==> src/rtl/core/asg_pkg.sv <==
package asg_pkg;

    localparam int NUM_CHANNELS_DEF = 11;
    localparam int NUM_RAMPED_DEF   = 4;
    localparam int NUM_KILLED_DEF   = 5;

    localparam logic signed [15:0] CMD_LIMIT  = 16'sd9600;
    localparam logic [15:0]        STEP_RESET = 16'd2560;
    localparam logic [17:0]        SWEEP_EL_MAX = 18'h3FFFF;
    localparam logic [16:0]        MOTOR_EL_MAX = 17'h1FFFF;

    localparam logic [2:0] OP_TICK   = 3'd0;
    localparam logic [2:0] OP_SWEEP  = 3'd1;
    localparam logic [2:0] OP_MOTOR  = 3'd2;
    localparam logic [2:0] OP_SLIDER = 3'd3;
    localparam logic [2:0] OP_MSLIDE = 3'd4;

    localparam logic [1:0] REG_CHANNEL = 2'd0;
    localparam logic [1:0] REG_MIN     = 2'd1;
    localparam logic [1:0] REG_MAX     = 2'd2;
    localparam logic [1:0] REG_STEP    = 2'd3;

    typedef enum logic [3:0] {
        ST_IDLE,
        ST_CLEAR,
        ST_HANDLER,
        ST_RD_SWEEP,
        ST_WAIT_SWEEP,
        ST_CHAN_RD,
        ST_CHAN_DATA,
        ST_DIV,
        ST_EMIT
    } t_state;

    typedef struct packed {
        logic        start;
        logic [35:0] dividend;   // magnitude
        logic [16:0] divisor;
    } t_div_req;

endpackage

==> src/rtl/core/asg_ram.sv <==
module asg_ram #(
    parameter int WIDTH = 16,
    parameter int DEPTH = 16
) (
    input  logic                     i_clk,
    input  logic                     i_we,
    input  logic [$clog2(DEPTH)-1:0] i_waddr,
    input  logic [WIDTH-1:0]         i_wdata,
    input  logic [$clog2(DEPTH)-1:0] i_raddr,
    output logic [WIDTH-1:0]         o_rdata
);
    logic [WIDTH-1:0] r_mem [DEPTH];
    logic [WIDTH-1:0] r_rdata;

    always_ff @(posedge i_clk) begin
        if (i_we) begin
            r_mem[i_waddr] <= i_wdata;
        end
        r_rdata <= r_mem[i_raddr];
    end

    assign o_rdata = r_rdata;
endmodule

==> src/rtl/core/asg_div.sv <==
// Restoring unsigned divider, one quotient bit per cycle.
module asg_div
    import asg_pkg::*;
(
    input  logic        i_clk,
    input  logic        i_rst_n,
    input  t_div_req    i_req,
    output logic        o_done,
    output logic [35:0] o_quot
);
    logic [35:0] r_q, n_q;
    logic [16:0] r_rem, n_rem;
    logic [16:0] r_den, n_den;
    logic [5:0]  r_cnt, n_cnt;
    logic        r_busy, n_busy;
    logic        r_done, n_done;
    logic [17:0] w_trial;

    always_comb begin
        n_q = r_q; n_rem = r_rem; n_den = r_den; n_cnt = r_cnt;
        n_busy = r_busy; n_done = 1'b0;
        w_trial = {r_rem, r_q[35]} - {1'b0, r_den};
        if (i_req.start) begin
            n_q = i_req.dividend; n_rem = '0; n_den = i_req.divisor;
            n_cnt = 6'd36; n_busy = 1'b1;
        end else if (r_busy) begin
            if (!w_trial[17]) begin
                n_rem = w_trial[16:0];
                n_q = {r_q[34:0], 1'b1};
            end else begin
                n_rem = {r_rem[15:0], r_q[35]};
                n_q = {r_q[34:0], 1'b0};
            end
            n_cnt = r_cnt - 6'd1;
            if (r_cnt == 6'd1) begin
                n_busy = 1'b0;
                n_done = 1'b1;
            end
        end
    end

    always_ff @(posedge i_clk) begin
        if (!i_rst_n) begin
            r_busy <= 1'b0;
            r_done <= 1'b0;
            r_cnt <= '0;
        end else begin
            r_busy <= n_busy;
            r_done <= n_done;
            r_cnt <= n_cnt;
        end
        r_q <= n_q; r_rem <= n_rem; r_den <= n_den;
    end

    assign o_done = r_done;
    assign o_quot = r_q;
endmodule

==> src/rtl/core/actuator_sweep_generator.sv <==
// Actuator sweep generator. Config writes on i_cfg_* take effect at the next edge
// and should only be issued while the block is idle. A handler or write request
// holds o_ready low in the cycle after acceptance. A motor sweep start keeps
// o_ready low longer while the ramped sliders are rewritten. A tick request
// emits NUM_CHANNELS results, one per channel. A new request is taken only once
// the last result of a tick is registered; each swept or ramped channel passes
// through the serial divider, and a result that waits for i_ready holds up the
// next channel. After reset the slider memory is cleared entry by entry before
// the first request is taken.
module actuator_sweep_generator
    import asg_pkg::*;
#(
    parameter int NUM_CHANNELS = NUM_CHANNELS_DEF,
    parameter int NUM_RAMPED   = NUM_RAMPED_DEF,
    parameter int NUM_KILLED   = NUM_KILLED_DEF
) (
    input  logic               i_clk,
    input  logic               i_rst_n,
    input  logic               i_cfg_we,
    input  logic [1:0]         i_cfg_index,
    input  logic [15:0]        i_cfg_data,
    input  logic               i_valid,
    output logic               o_ready,
    input  logic [2:0]         i_opcode,
    input  logic               i_activate,
    input  logic [3:0]         i_channel,
    input  logic signed [15:0] i_value,
    input  logic               i_motors_master_on,
    input  logic [4:0]         i_motor_enable_mask,
    output logic               o_valid,
    input  logic               i_ready,
    output logic [3:0]         o_out_channel,
    output logic signed [14:0] o_command,
    output logic               o_last
);
    localparam int AW = $clog2(NUM_CHANNELS);
    localparam int RW = (NUM_RAMPED > 1) ? $clog2(NUM_RAMPED) : 1;

    // config
    logic [3:0]         r_cfg_chan;
    logic signed [15:0] r_cfg_min, r_cfg_max;
    logic [15:0]        r_cfg_step;

    // sweep state
    logic r_sw_act, r_mo_act;
    logic [17:0] r_sw_el;
    logic [16:0] r_mo_el;
    logic [3:0]  r_cap_chan;
    logic signed [15:0] r_cap_min, r_cap_max, r_mslider, r_ramp_end;
    logic [15:0] r_cap_step, r_ramp_step;
    logic signed [15:0] r_ramp_begin [NUM_RAMPED];
    logic signed [14:0] r_last_out [NUM_RAMPED];

    // request capture
    logic [2:0]  r_op;
    logic        r_act, r_master;
    logic [4:0]  r_mask;
    logic [3:0]  r_ch;
    logic signed [15:0] r_val;

    t_state r_state, n_state;
    logic [AW:0] r_idx;
    logic signed [15:0] r_sw_slider;   // slider of swept channel
    logic signed [16:0] r_base;        // a of lerp
    logic               r_neg;
    logic signed [16:0] r_cmd;         // pre-clamp value
    logic               r_sw_do, r_mo_do; // interpolation enabled this tick

    logic r_oval;
    logic [3:0] r_ochan;
    logic signed [14:0] r_ocmd;
    logic r_olast;

    // motor slider fill
    logic r_mfill;
    logic [RW:0] r_mcnt;

    // memory
    logic            w_we;
    logic [AW-1:0]   w_waddr, w_raddr;
    logic [15:0]     w_wdata, w_rdata;

    asg_ram #(.WIDTH(16), .DEPTH(NUM_CHANNELS)) u_slider (
        .i_clk(i_clk), .i_we(w_we), .i_waddr(w_waddr), .i_wdata(w_wdata),
        .i_raddr(w_raddr), .o_rdata(w_rdata)
    );

    t_div_req    w_div;
    logic        w_div_done;
    logic [35:0] w_quot;

    asg_div u_div (
        .i_clk(i_clk), .i_rst_n(i_rst_n), .i_req(w_div),
        .o_done(w_div_done), .o_quot(w_quot)
    );

    logic w_acc;
    assign o_ready = (r_state == ST_IDLE) && !r_mfill;
    assign w_acc = i_valid && o_ready;

    logic [AW-1:0] w_idx;
    assign w_idx = r_idx[AW-1:0];

    // effective steps
    logic [16:0] w_sst, w_mst;
    assign w_sst = (r_cap_step == 16'd0) ? 17'd1 : {1'b0, r_cap_step};
    assign w_mst = (r_ramp_step == 16'd0) ? 17'd1 : {1'b0, r_ramp_step};

    // segment select for the sweep: k = el/st via compares against multiples
    logic [18:0] w_m1, w_m2, w_m3;
    logic [1:0]  w_k;
    logic [17:0] w_f;
    always_comb begin
        w_m1 = {2'b0, w_sst};
        w_m2 = {1'b0, w_sst, 1'b0};
        w_m3 = w_m1 + w_m2;
        if ({1'b0, r_sw_el} >= w_m3) begin
            w_k = 2'd3; w_f = 18'({1'b0, r_sw_el} - w_m3);
        end else if ({1'b0, r_sw_el} >= w_m2) begin
            w_k = 2'd2; w_f = 18'({1'b0, r_sw_el} - w_m2);
        end else if ({1'b0, r_sw_el} >= w_m1) begin
            w_k = 2'd1; w_f = 18'({1'b0, r_sw_el} - w_m1);
        end else begin
            w_k = 2'd0; w_f = r_sw_el;
        end
    end
    logic w_sw_end;
    assign w_sw_end = ({1'b0, r_sw_el} == {w_sst, 2'b00});

    logic w_is_sw, w_is_mo;
    assign w_is_sw = r_sw_do && !w_sw_end && ({1'b0, r_cap_chan} == 5'(r_idx));
    assign w_is_mo = r_mo_do && (r_idx < (AW+1)'(NUM_RAMPED));

    // lerp operands for current channel, from the captured sweep or ramp registers
    logic signed [16:0] w_a, w_b, w_d;
    logic [16:0] w_dmag;
    logic [33:0] w_prod;
    logic [16:0] w_num;
    always_comb begin
        w_a = '0; w_b = '0; w_num = '0;
        if (w_is_mo) begin
            w_a = 17'(r_ramp_begin[r_idx[RW-1:0]]);
            w_b = 17'(r_ramp_end);
            w_num = r_mo_el;
        end else begin
            unique case (w_k)
                2'd0: begin w_a = 17'(r_sw_slider); w_b = 17'(r_cap_min); end
                2'd1: begin w_a = 17'(r_cap_min); w_b = 17'(r_sw_slider); end
                2'd2: begin w_a = 17'(r_sw_slider); w_b = 17'(r_cap_max); end
                default: begin w_a = 17'(r_cap_max); w_b = 17'(r_sw_slider); end
            endcase
            w_num = w_f[16:0];
        end
        w_d = w_b - w_a;
        w_dmag = w_d[16] ? 17'(-w_d) : w_d;
        w_prod = w_dmag * w_num;
    end

    // kill and clamp
    logic signed [14:0] w_clamped;
    always_comb begin
        if ((r_idx < (AW+1)'(NUM_KILLED)) &&
            (!r_master || !(r_idx < 5 && r_mask[r_idx[2:0]]))) begin
            w_clamped = -15'sd9600;
        end else if (r_cmd > 17'(CMD_LIMIT)) begin
            w_clamped = 15'sd9600;
        end else if (r_cmd < -17'(CMD_LIMIT)) begin
            w_clamped = -15'sd9600;
        end else begin
            w_clamped = r_cmd[14:0];
        end
    end

    logic signed [37:0] w_qs;
    assign w_qs = r_neg ? -38'(w_quot) : 38'(w_quot);

    // next state
    always_comb begin
        n_state = r_state;
        unique case (r_state)
            ST_CLEAR: if (r_idx == (AW+1)'(NUM_CHANNELS - 1)) n_state = ST_IDLE;
            ST_IDLE: if (w_acc) begin
                if (i_opcode == OP_TICK) n_state = ST_RD_SWEEP;
                else n_state = ST_HANDLER;
            end
            ST_HANDLER: n_state = ST_IDLE;
            ST_RD_SWEEP: n_state = ST_WAIT_SWEEP;
            ST_WAIT_SWEEP: n_state = ST_CHAN_RD;
            ST_CHAN_RD: n_state = ST_CHAN_DATA;
            ST_CHAN_DATA: n_state = (w_is_sw || w_is_mo) ? ST_DIV : ST_EMIT;
            ST_DIV: if (w_div_done) n_state = ST_EMIT;
            ST_EMIT: if (!r_oval || i_ready) begin
                if (r_idx == (AW+1)'(NUM_CHANNELS - 1)) n_state = ST_IDLE;
                else n_state = ST_CHAN_RD;
            end
            default: n_state = ST_IDLE;
        endcase
    end

    // memory port and divider control
    always_comb begin
        w_we = 1'b0; w_waddr = w_idx; w_wdata = '0; w_raddr = w_idx;
        w_div.start = 1'b0;
        w_div.dividend = 36'(w_prod);
        w_div.divisor = w_is_mo ? w_mst : w_sst;
        unique case (r_state)
            ST_CLEAR: w_we = 1'b1;
            ST_HANDLER: begin
                if (r_op == OP_SLIDER && r_ch < 4'(NUM_CHANNELS)) begin
                    w_we = 1'b1; w_waddr = r_ch[AW-1:0]; w_wdata = r_val;
                end
            end
            ST_RD_SWEEP: w_raddr = r_cap_chan[AW-1:0];
            ST_CHAN_DATA: w_div.start = w_is_sw || w_is_mo;
            default: ;
        endcase
        // fill runs only in idle with the input held off
        if (r_mfill) begin
            w_we = 1'b1; w_waddr = AW'(r_mcnt); w_wdata = r_ramp_end;
        end
    end

    always_ff @(posedge i_clk) begin
        if (!i_rst_n) begin
            r_state <= ST_CLEAR;
            r_idx <= '0;
            r_cfg_chan <= '0; r_cfg_min <= '0; r_cfg_max <= '0; r_cfg_step <= STEP_RESET;
            r_sw_act <= 1'b0; r_mo_act <= 1'b0;
            r_sw_el <= '0; r_mo_el <= '0;
            r_cap_chan <= '0; r_cap_min <= '0; r_cap_max <= '0; r_cap_step <= STEP_RESET;
            r_mslider <= '0; r_ramp_end <= '0; r_ramp_step <= STEP_RESET;
            for (int i = 0; i < NUM_RAMPED; i++) begin
                r_ramp_begin[i] <= '0;
                r_last_out[i] <= '0;
            end
            r_oval <= 1'b0;
            r_sw_do <= 1'b0; r_mo_do <= 1'b0;
        end else begin
            r_state <= n_state;
            if (i_cfg_we) begin
                unique case (i_cfg_index)
                    REG_CHANNEL: r_cfg_chan <= i_cfg_data[3:0];
                    REG_MIN:     r_cfg_min <= i_cfg_data;
                    REG_MAX:     r_cfg_max <= i_cfg_data;
                    default:     r_cfg_step <= i_cfg_data;
                endcase
            end
            if (r_oval && i_ready && r_state != ST_EMIT) r_oval <= 1'b0;
            unique case (r_state)
                ST_CLEAR: r_idx <= r_idx + 1'b1;
                ST_HANDLER: begin
                    if (r_op == OP_SWEEP) begin
                        if (!r_sw_act && !r_mo_act && r_act) begin
                            r_cap_chan <= r_cfg_chan; r_cap_min <= r_cfg_min;
                            r_cap_max <= r_cfg_max; r_cap_step <= r_cfg_step;
                            r_sw_act <= 1'b1; r_sw_el <= '0;
                        end else if (!r_act) begin
                            r_sw_act <= 1'b0;
                        end
                    end else if (r_op == OP_MOTOR) begin
                        r_sw_act <= 1'b0;
                        if (!r_mo_act && r_act) begin
                            for (int i = 0; i < NUM_RAMPED; i++)
                                r_ramp_begin[i] <= 16'(r_last_out[i]);
                            r_ramp_end <= r_mslider;
                            r_ramp_step <= r_cfg_step;
                            r_mo_el <= '0;
                            r_mo_act <= 1'b1;
                            r_idx <= '0;
                        end
                    end else if (r_op == OP_MSLIDE) begin
                        r_mslider <= r_val;
                    end
                end
                ST_RD_SWEEP: begin
                    r_sw_do <= r_sw_act && ({1'b0, r_sw_el} <= {w_sst, 2'b00});
                    r_mo_do <= r_mo_act && (r_mo_el <= w_mst);
                    if (r_sw_act && ({1'b0, r_sw_el} > {w_sst, 2'b00})) r_sw_act <= 1'b0;
                    if (r_mo_act && (r_mo_el > w_mst)) r_mo_act <= 1'b0;
                    r_idx <= '0;
                end
                ST_WAIT_SWEEP: r_sw_slider <= (r_cap_chan < 4'(NUM_CHANNELS)) ? w_rdata : '0;
                ST_CHAN_DATA: begin
                    r_base <= w_a;
                    r_neg <= w_d[16];
                    if (r_sw_do && w_sw_end && ({1'b0, r_cap_chan} == 5'(r_idx)))
                        r_cmd <= 17'(r_sw_slider);
                    else
                        r_cmd <= 17'($signed(w_rdata));
                end
                ST_DIV: if (w_div_done) r_cmd <= 17'(38'(r_base) + w_qs);
                ST_EMIT: if (!r_oval || i_ready) begin
                    r_oval <= 1'b1;
                    r_ochan <= 4'(r_idx);
                    r_ocmd <= w_clamped;
                    r_olast <= (r_idx == (AW+1)'(NUM_CHANNELS - 1));
                    if (r_idx < (AW+1)'(NUM_RAMPED)) r_last_out[r_idx[RW-1:0]] <= w_clamped;
                    r_idx <= r_idx + 1'b1;
                    if (r_idx == (AW+1)'(NUM_CHANNELS - 1)) begin
                        if (r_sw_do && r_sw_el < SWEEP_EL_MAX) r_sw_el <= r_sw_el + 1'b1;
                        if (r_mo_do && r_mo_el < MOTOR_EL_MAX) r_mo_el <= r_mo_el + 1'b1;
                    end
                end
                default: ;
            endcase
        end
    end

    // motor handler also writes sliders 0..NUM_RAMPED-1; done one per cycle
    // on the write port after the handler cycle, input held off meanwhile
    always_ff @(posedge i_clk) begin
        if (!i_rst_n) begin
            r_mfill <= 1'b0;
            r_mcnt <= '0;
        end else if (r_state == ST_HANDLER && r_op == OP_MOTOR && !r_mo_act && r_act) begin
            r_mfill <= 1'b1;
            r_mcnt <= '0;
        end else if (r_mfill) begin
            r_mcnt <= r_mcnt + 1'b1;
            if (r_mcnt == (RW+1)'(NUM_RAMPED - 1)) r_mfill <= 1'b0;
        end
    end

    always_ff @(posedge i_clk) begin
        if (w_acc) begin
            r_op <= i_opcode; r_act <= i_activate; r_ch <= i_channel;
            r_val <= i_value; r_master <= i_motors_master_on;
            r_mask <= i_motor_enable_mask;
        end
    end

    assign o_valid = r_oval;
    assign o_out_channel = r_ochan;
    assign o_command = r_ocmd;
    assign o_last = r_olast;
endmodule

==> config.mk <==
export PLATFORM = sky130hd
export DESIGN_NAME = actuator_sweep_generator
export DESIGN_NICKNAME = d
export VERILOG_FILES = /design/src/rtl/core/asg_pkg.sv /design/src/rtl/core/asg_ram.sv /design/src/rtl/core/asg_div.sv /design/src/rtl/core/actuator_sweep_generator.sv
export SDC_FILE = /design/constraint.sdc
export NUM_CORES = 2
export LEC_CHECK = 0
export BUFFER_PORTS_ARGS = -buffer_cell sky130_fd_sc_hd__buf_2
export CORE_MARGIN = 10
export CORE_UTILIZATION = 40
export DETAILED_ROUTE_END_ITERATION = 10
export GPL_TIMING_DRIVEN = 0
export SYNTH_ARGS = -nofsm -noshare
export SYNTH_HDL_FRONTEND = slang
export SYNTH_SLANG_ARGS = --single-unit
==> constraint.sdc <==
create_clock -name i_clk -period 36 [get_ports i_clk]
set_input_delay 7.2 -clock i_clk [delete_from_list [all_inputs] [get_ports i_clk]]
set_output_delay 7.2 -clock i_clk [all_outputs]
set_load 0.03 [all_outputs]
==> flow_summary.toml <==
[detailed_routing]
drt_wl_total_mm = 144
ant_nets = 0
wire_per_inst_um = 22.2
firstDrtPassIters = 6
drc = 0
avgViaCountPerCell = 5.49
drt_iter0_drc = 3058
vias = 35600

[final_layout]
final_layout_size_suffix_gt1_frac = 0.0651
fill_cells = 11000
syn2layout_area_growth_pct = 11.6
num-nets-final = 5478
stdcell_area_um2 = 50700

[sta]
slew_headroom = 0.0562
drv_slew = 0
max_clock_freq_mhz = 56.5
finalHoldViolations = 0
rsz0062_at_grt = "no"
fin_crit_sh = 0.492
skew_ns = 0.0546
finalSetupTns_ns = 0
min_period_ns = 17.71
setup_viol = 0
tightest_slew_ns = 1.41

[worst_setup_path]
worstSetupStartpointType = "register"
arrival_ns = 18.08
slowest_delay_ns = 1.02
critical_path_required_ns = 36.37
critPathSlowestCell = "nor3_1"
crit_path_end_kind = "register"
path_class = "reg2reg"
critPathMaxFanout = 10

[floorplanning]
io_pins = 75
core_area_um2 = 113000
die-area_um2 = 127000
start_util = 0.403
rows = 123
die_h_um = 357
die_x_um = 357

[clock_tree]
postCtsHoldBufs = 0
cts_tree = "yes"
cts.sink_count = 696
htreeDepth = 3
postCtsSetupBuffers = 0
cts_root_buf = "clkbuf_16"
clk_latency_ns = 0.67
numCtsBuffers = 80
cts.repair.resized = 0
cts_buffer_depth = 3
cts.clk_slew.worst_paths_ns = 0.06

[global_routing]
track_usage = 0.224
grt_pass1_vias = 35500
grt_remaining_overflow = 0
grt_max_degree = 61
grt_antenna_before_repair = 5
grt_first_pass_wirelength_mm = 219

[placement]
port_buffers = 72
gp_congestion = 0.964
dp_hpwl_mm = 112
placed_cell_area_um2 = 47900

[power]
p_per_area_nw_per_um2 = 36.3
power.leakage_nw = 20.4
peakVddDrop_v = 0.0000457

[synth]
syn_nets = 5304
ys_ff_latch = 696
syn_inst = 4751
ys_seq_area_frac = 0.405
synthArstFlopShare = 0
netlist_area_um2 = 45400
synth-edff-count = 446
yosysUniqueCellTypes = 88
synth_ff_type = "edfxtp_1"
avgSynthCellArea_um2 = 9.56
ys_warn_count = 0

[flow_run]
maxCapViolCount = 0

[worst_hold_path]
hold_path.class = "reg2reg"

[status]
run_status = "finished clean"
[cells by family after synthesis]
family / synth area share
muxes: 0.0205
and+or+nand+nor: 0.171
adders and majority gates: 0.176
DFF: 0.405
xor gates and xnor gates: 0.0353
AOI/OAI and AO/OA: 0.140
buffers and inverters: 0.0523
[cell usage in the layout (no fill, tap or decap), types with 20 or more instances in the layout]
cell type / n
o21ai_0: 159
buf_2: 85
o21a_1: 39
xnor2_1: 101
nand3_1: 80
a31oi_1: 36
ha_1: 269
a221oi_1: 27
a311oi_1: 33
nor3_1: 65
and3_1: 96
nor2_1: 345
nand2b_1: 47
dfxtp_1: 250
a211oi_1: 39
clkbuf_16: 82
nand2_1: 828
a21oi_1: 208
a21o_1: 61
inv_1: 404
clkbuf_1: 199
a21boi_0: 161
xor2_1: 79
nor2b_1: 52
or3_1: 36
o21ai_1: 20
o211ai_1: 21
edfxtp_1: 446
nand4_1: 29
and2_1: 60
fa_1: 231
mux2i_1: 47
[area by class of cell]
cell class | instances | area, µm² | area share
repair buffers | 92 | 586 | 0.0116
multi-input cells | 3431 | 24700 | 0.487
clock inverters | 51 | 626 | 0.0123
flip-flops and latches | 696 | 18400 | 0.363
inverters | 404 | 1520 | 0.0299
diodes | 2 | 5.00 | 0.0000987
well taps | 1500 | 1880 | 0.0370
clock buffers | 96 | 2120 | 0.0419
plain buffers | 220 | 865 | 0.0171
[synth_stat cells, types with 48 or more instances]
library cell	instances	area share
o21ai_0	175	0.019
clkbuf_1	188	0.016
a21boi_0	161	0.027
nand2b_1	48	0.0066
nand2_1	828	0.068
xor2_1	79	0.015
a21o_1	61	0.010
a21oi_1	208	0.023
nor2_1	356	0.029
inv_1	404	0.033
ha_1	269	0.074
nor3_1	67	0.0074
and3_1	96	0.013
xnor2_1	102	0.020
nand3_1	80	0.0088
and2_1	61	0.0084
nor2b_1	52	0.0072
fa_1	231	0.10
edfxtp_1	446	0.29
dfxtp_1	250	0.11
[worst max-delay path: cells and delay by family, from the launching register on]
kind	cells	cell delay [ns]
flip-flops	1	0.48
adder cells (fa/ha/maj)	11	4.62
AND/OR/NAND/NOR	10	3.11
AO/OA/AOI/OAI	26	6.30
XOR/XNOR	2	1.07
buffers and inverters	9	1.83
[per-stage QoR]
| step | utilization | total power (W) | hold slack [ns] | setup slack [ns] | std cells |
|---|---|---|---|---|---|
| 6_report | 0.450 | 0.00184 | 0.462 | 18.29 | 6492 |
| 2_1_floorplan | - | 0.000965 | 0.406 | 22.43 | 4751 |
| 3_5_place_dp | 0.425 | 0.00101 | 0.434 | 18.72 | 6342 |
| 4_1_cts | 0.450 | 0.00186 | 0.461 | 18.64 | 6489 |
| 5_1_grt | 0.450 | 0.00190 | 0.475 | 17.35 | 6490 |
| 3_3_place_gp | 0.423 | 0.00101 | 0.440 | 18.91 | 6323 |
[registers in the layout, summed over array words and instances (netlist names), 17 cells and up, named ones only]
signal	cells
r_cmd	17
r_last_out	60
r_mo_el	17
r_ramp_begin	60
r_sw_el	18
u_div.o_quot	36
u_div.r_rem	17
u_slider.r_mem	176
[power breakdown]
part / leakage, nW / switching [W] / internal (W) / total [W]
Clock: 1.31 / 0.000352 / 0.000498 / 0.000850
Sequential: 6.14 / 0.00000958 / 0.000868 / 0.000877
Combinational: 13.0 / 0.0000742 / 0.0000411 / 0.000115
[routing by layer]
metal  GRT usage  routed length [µm]  part of all wire
met3      0.0346                9690             0.067
met4      0.0901                6030             0.042
met5           0                  27           0.00019
met1       0.289               60100              0.42
met2       0.374               68100              0.47
[worst paths after layout]
kind                  startpoint  slack [ns]  cells past startpoint                to
hold / removal     r_mslider[14]        0.46                      2    r_ramp_end[14]
setup reg to reg  r_cap_step[14]       18.29                     58  u_div.o_quot[33]
hold reg to reg    r_mslider[14]        0.46                      2    r_ramp_end[14]
setup / recovery  r_cap_step[14]       18.29                     58  u_div.o_quot[33]
(Power assumes the default switching activity.)
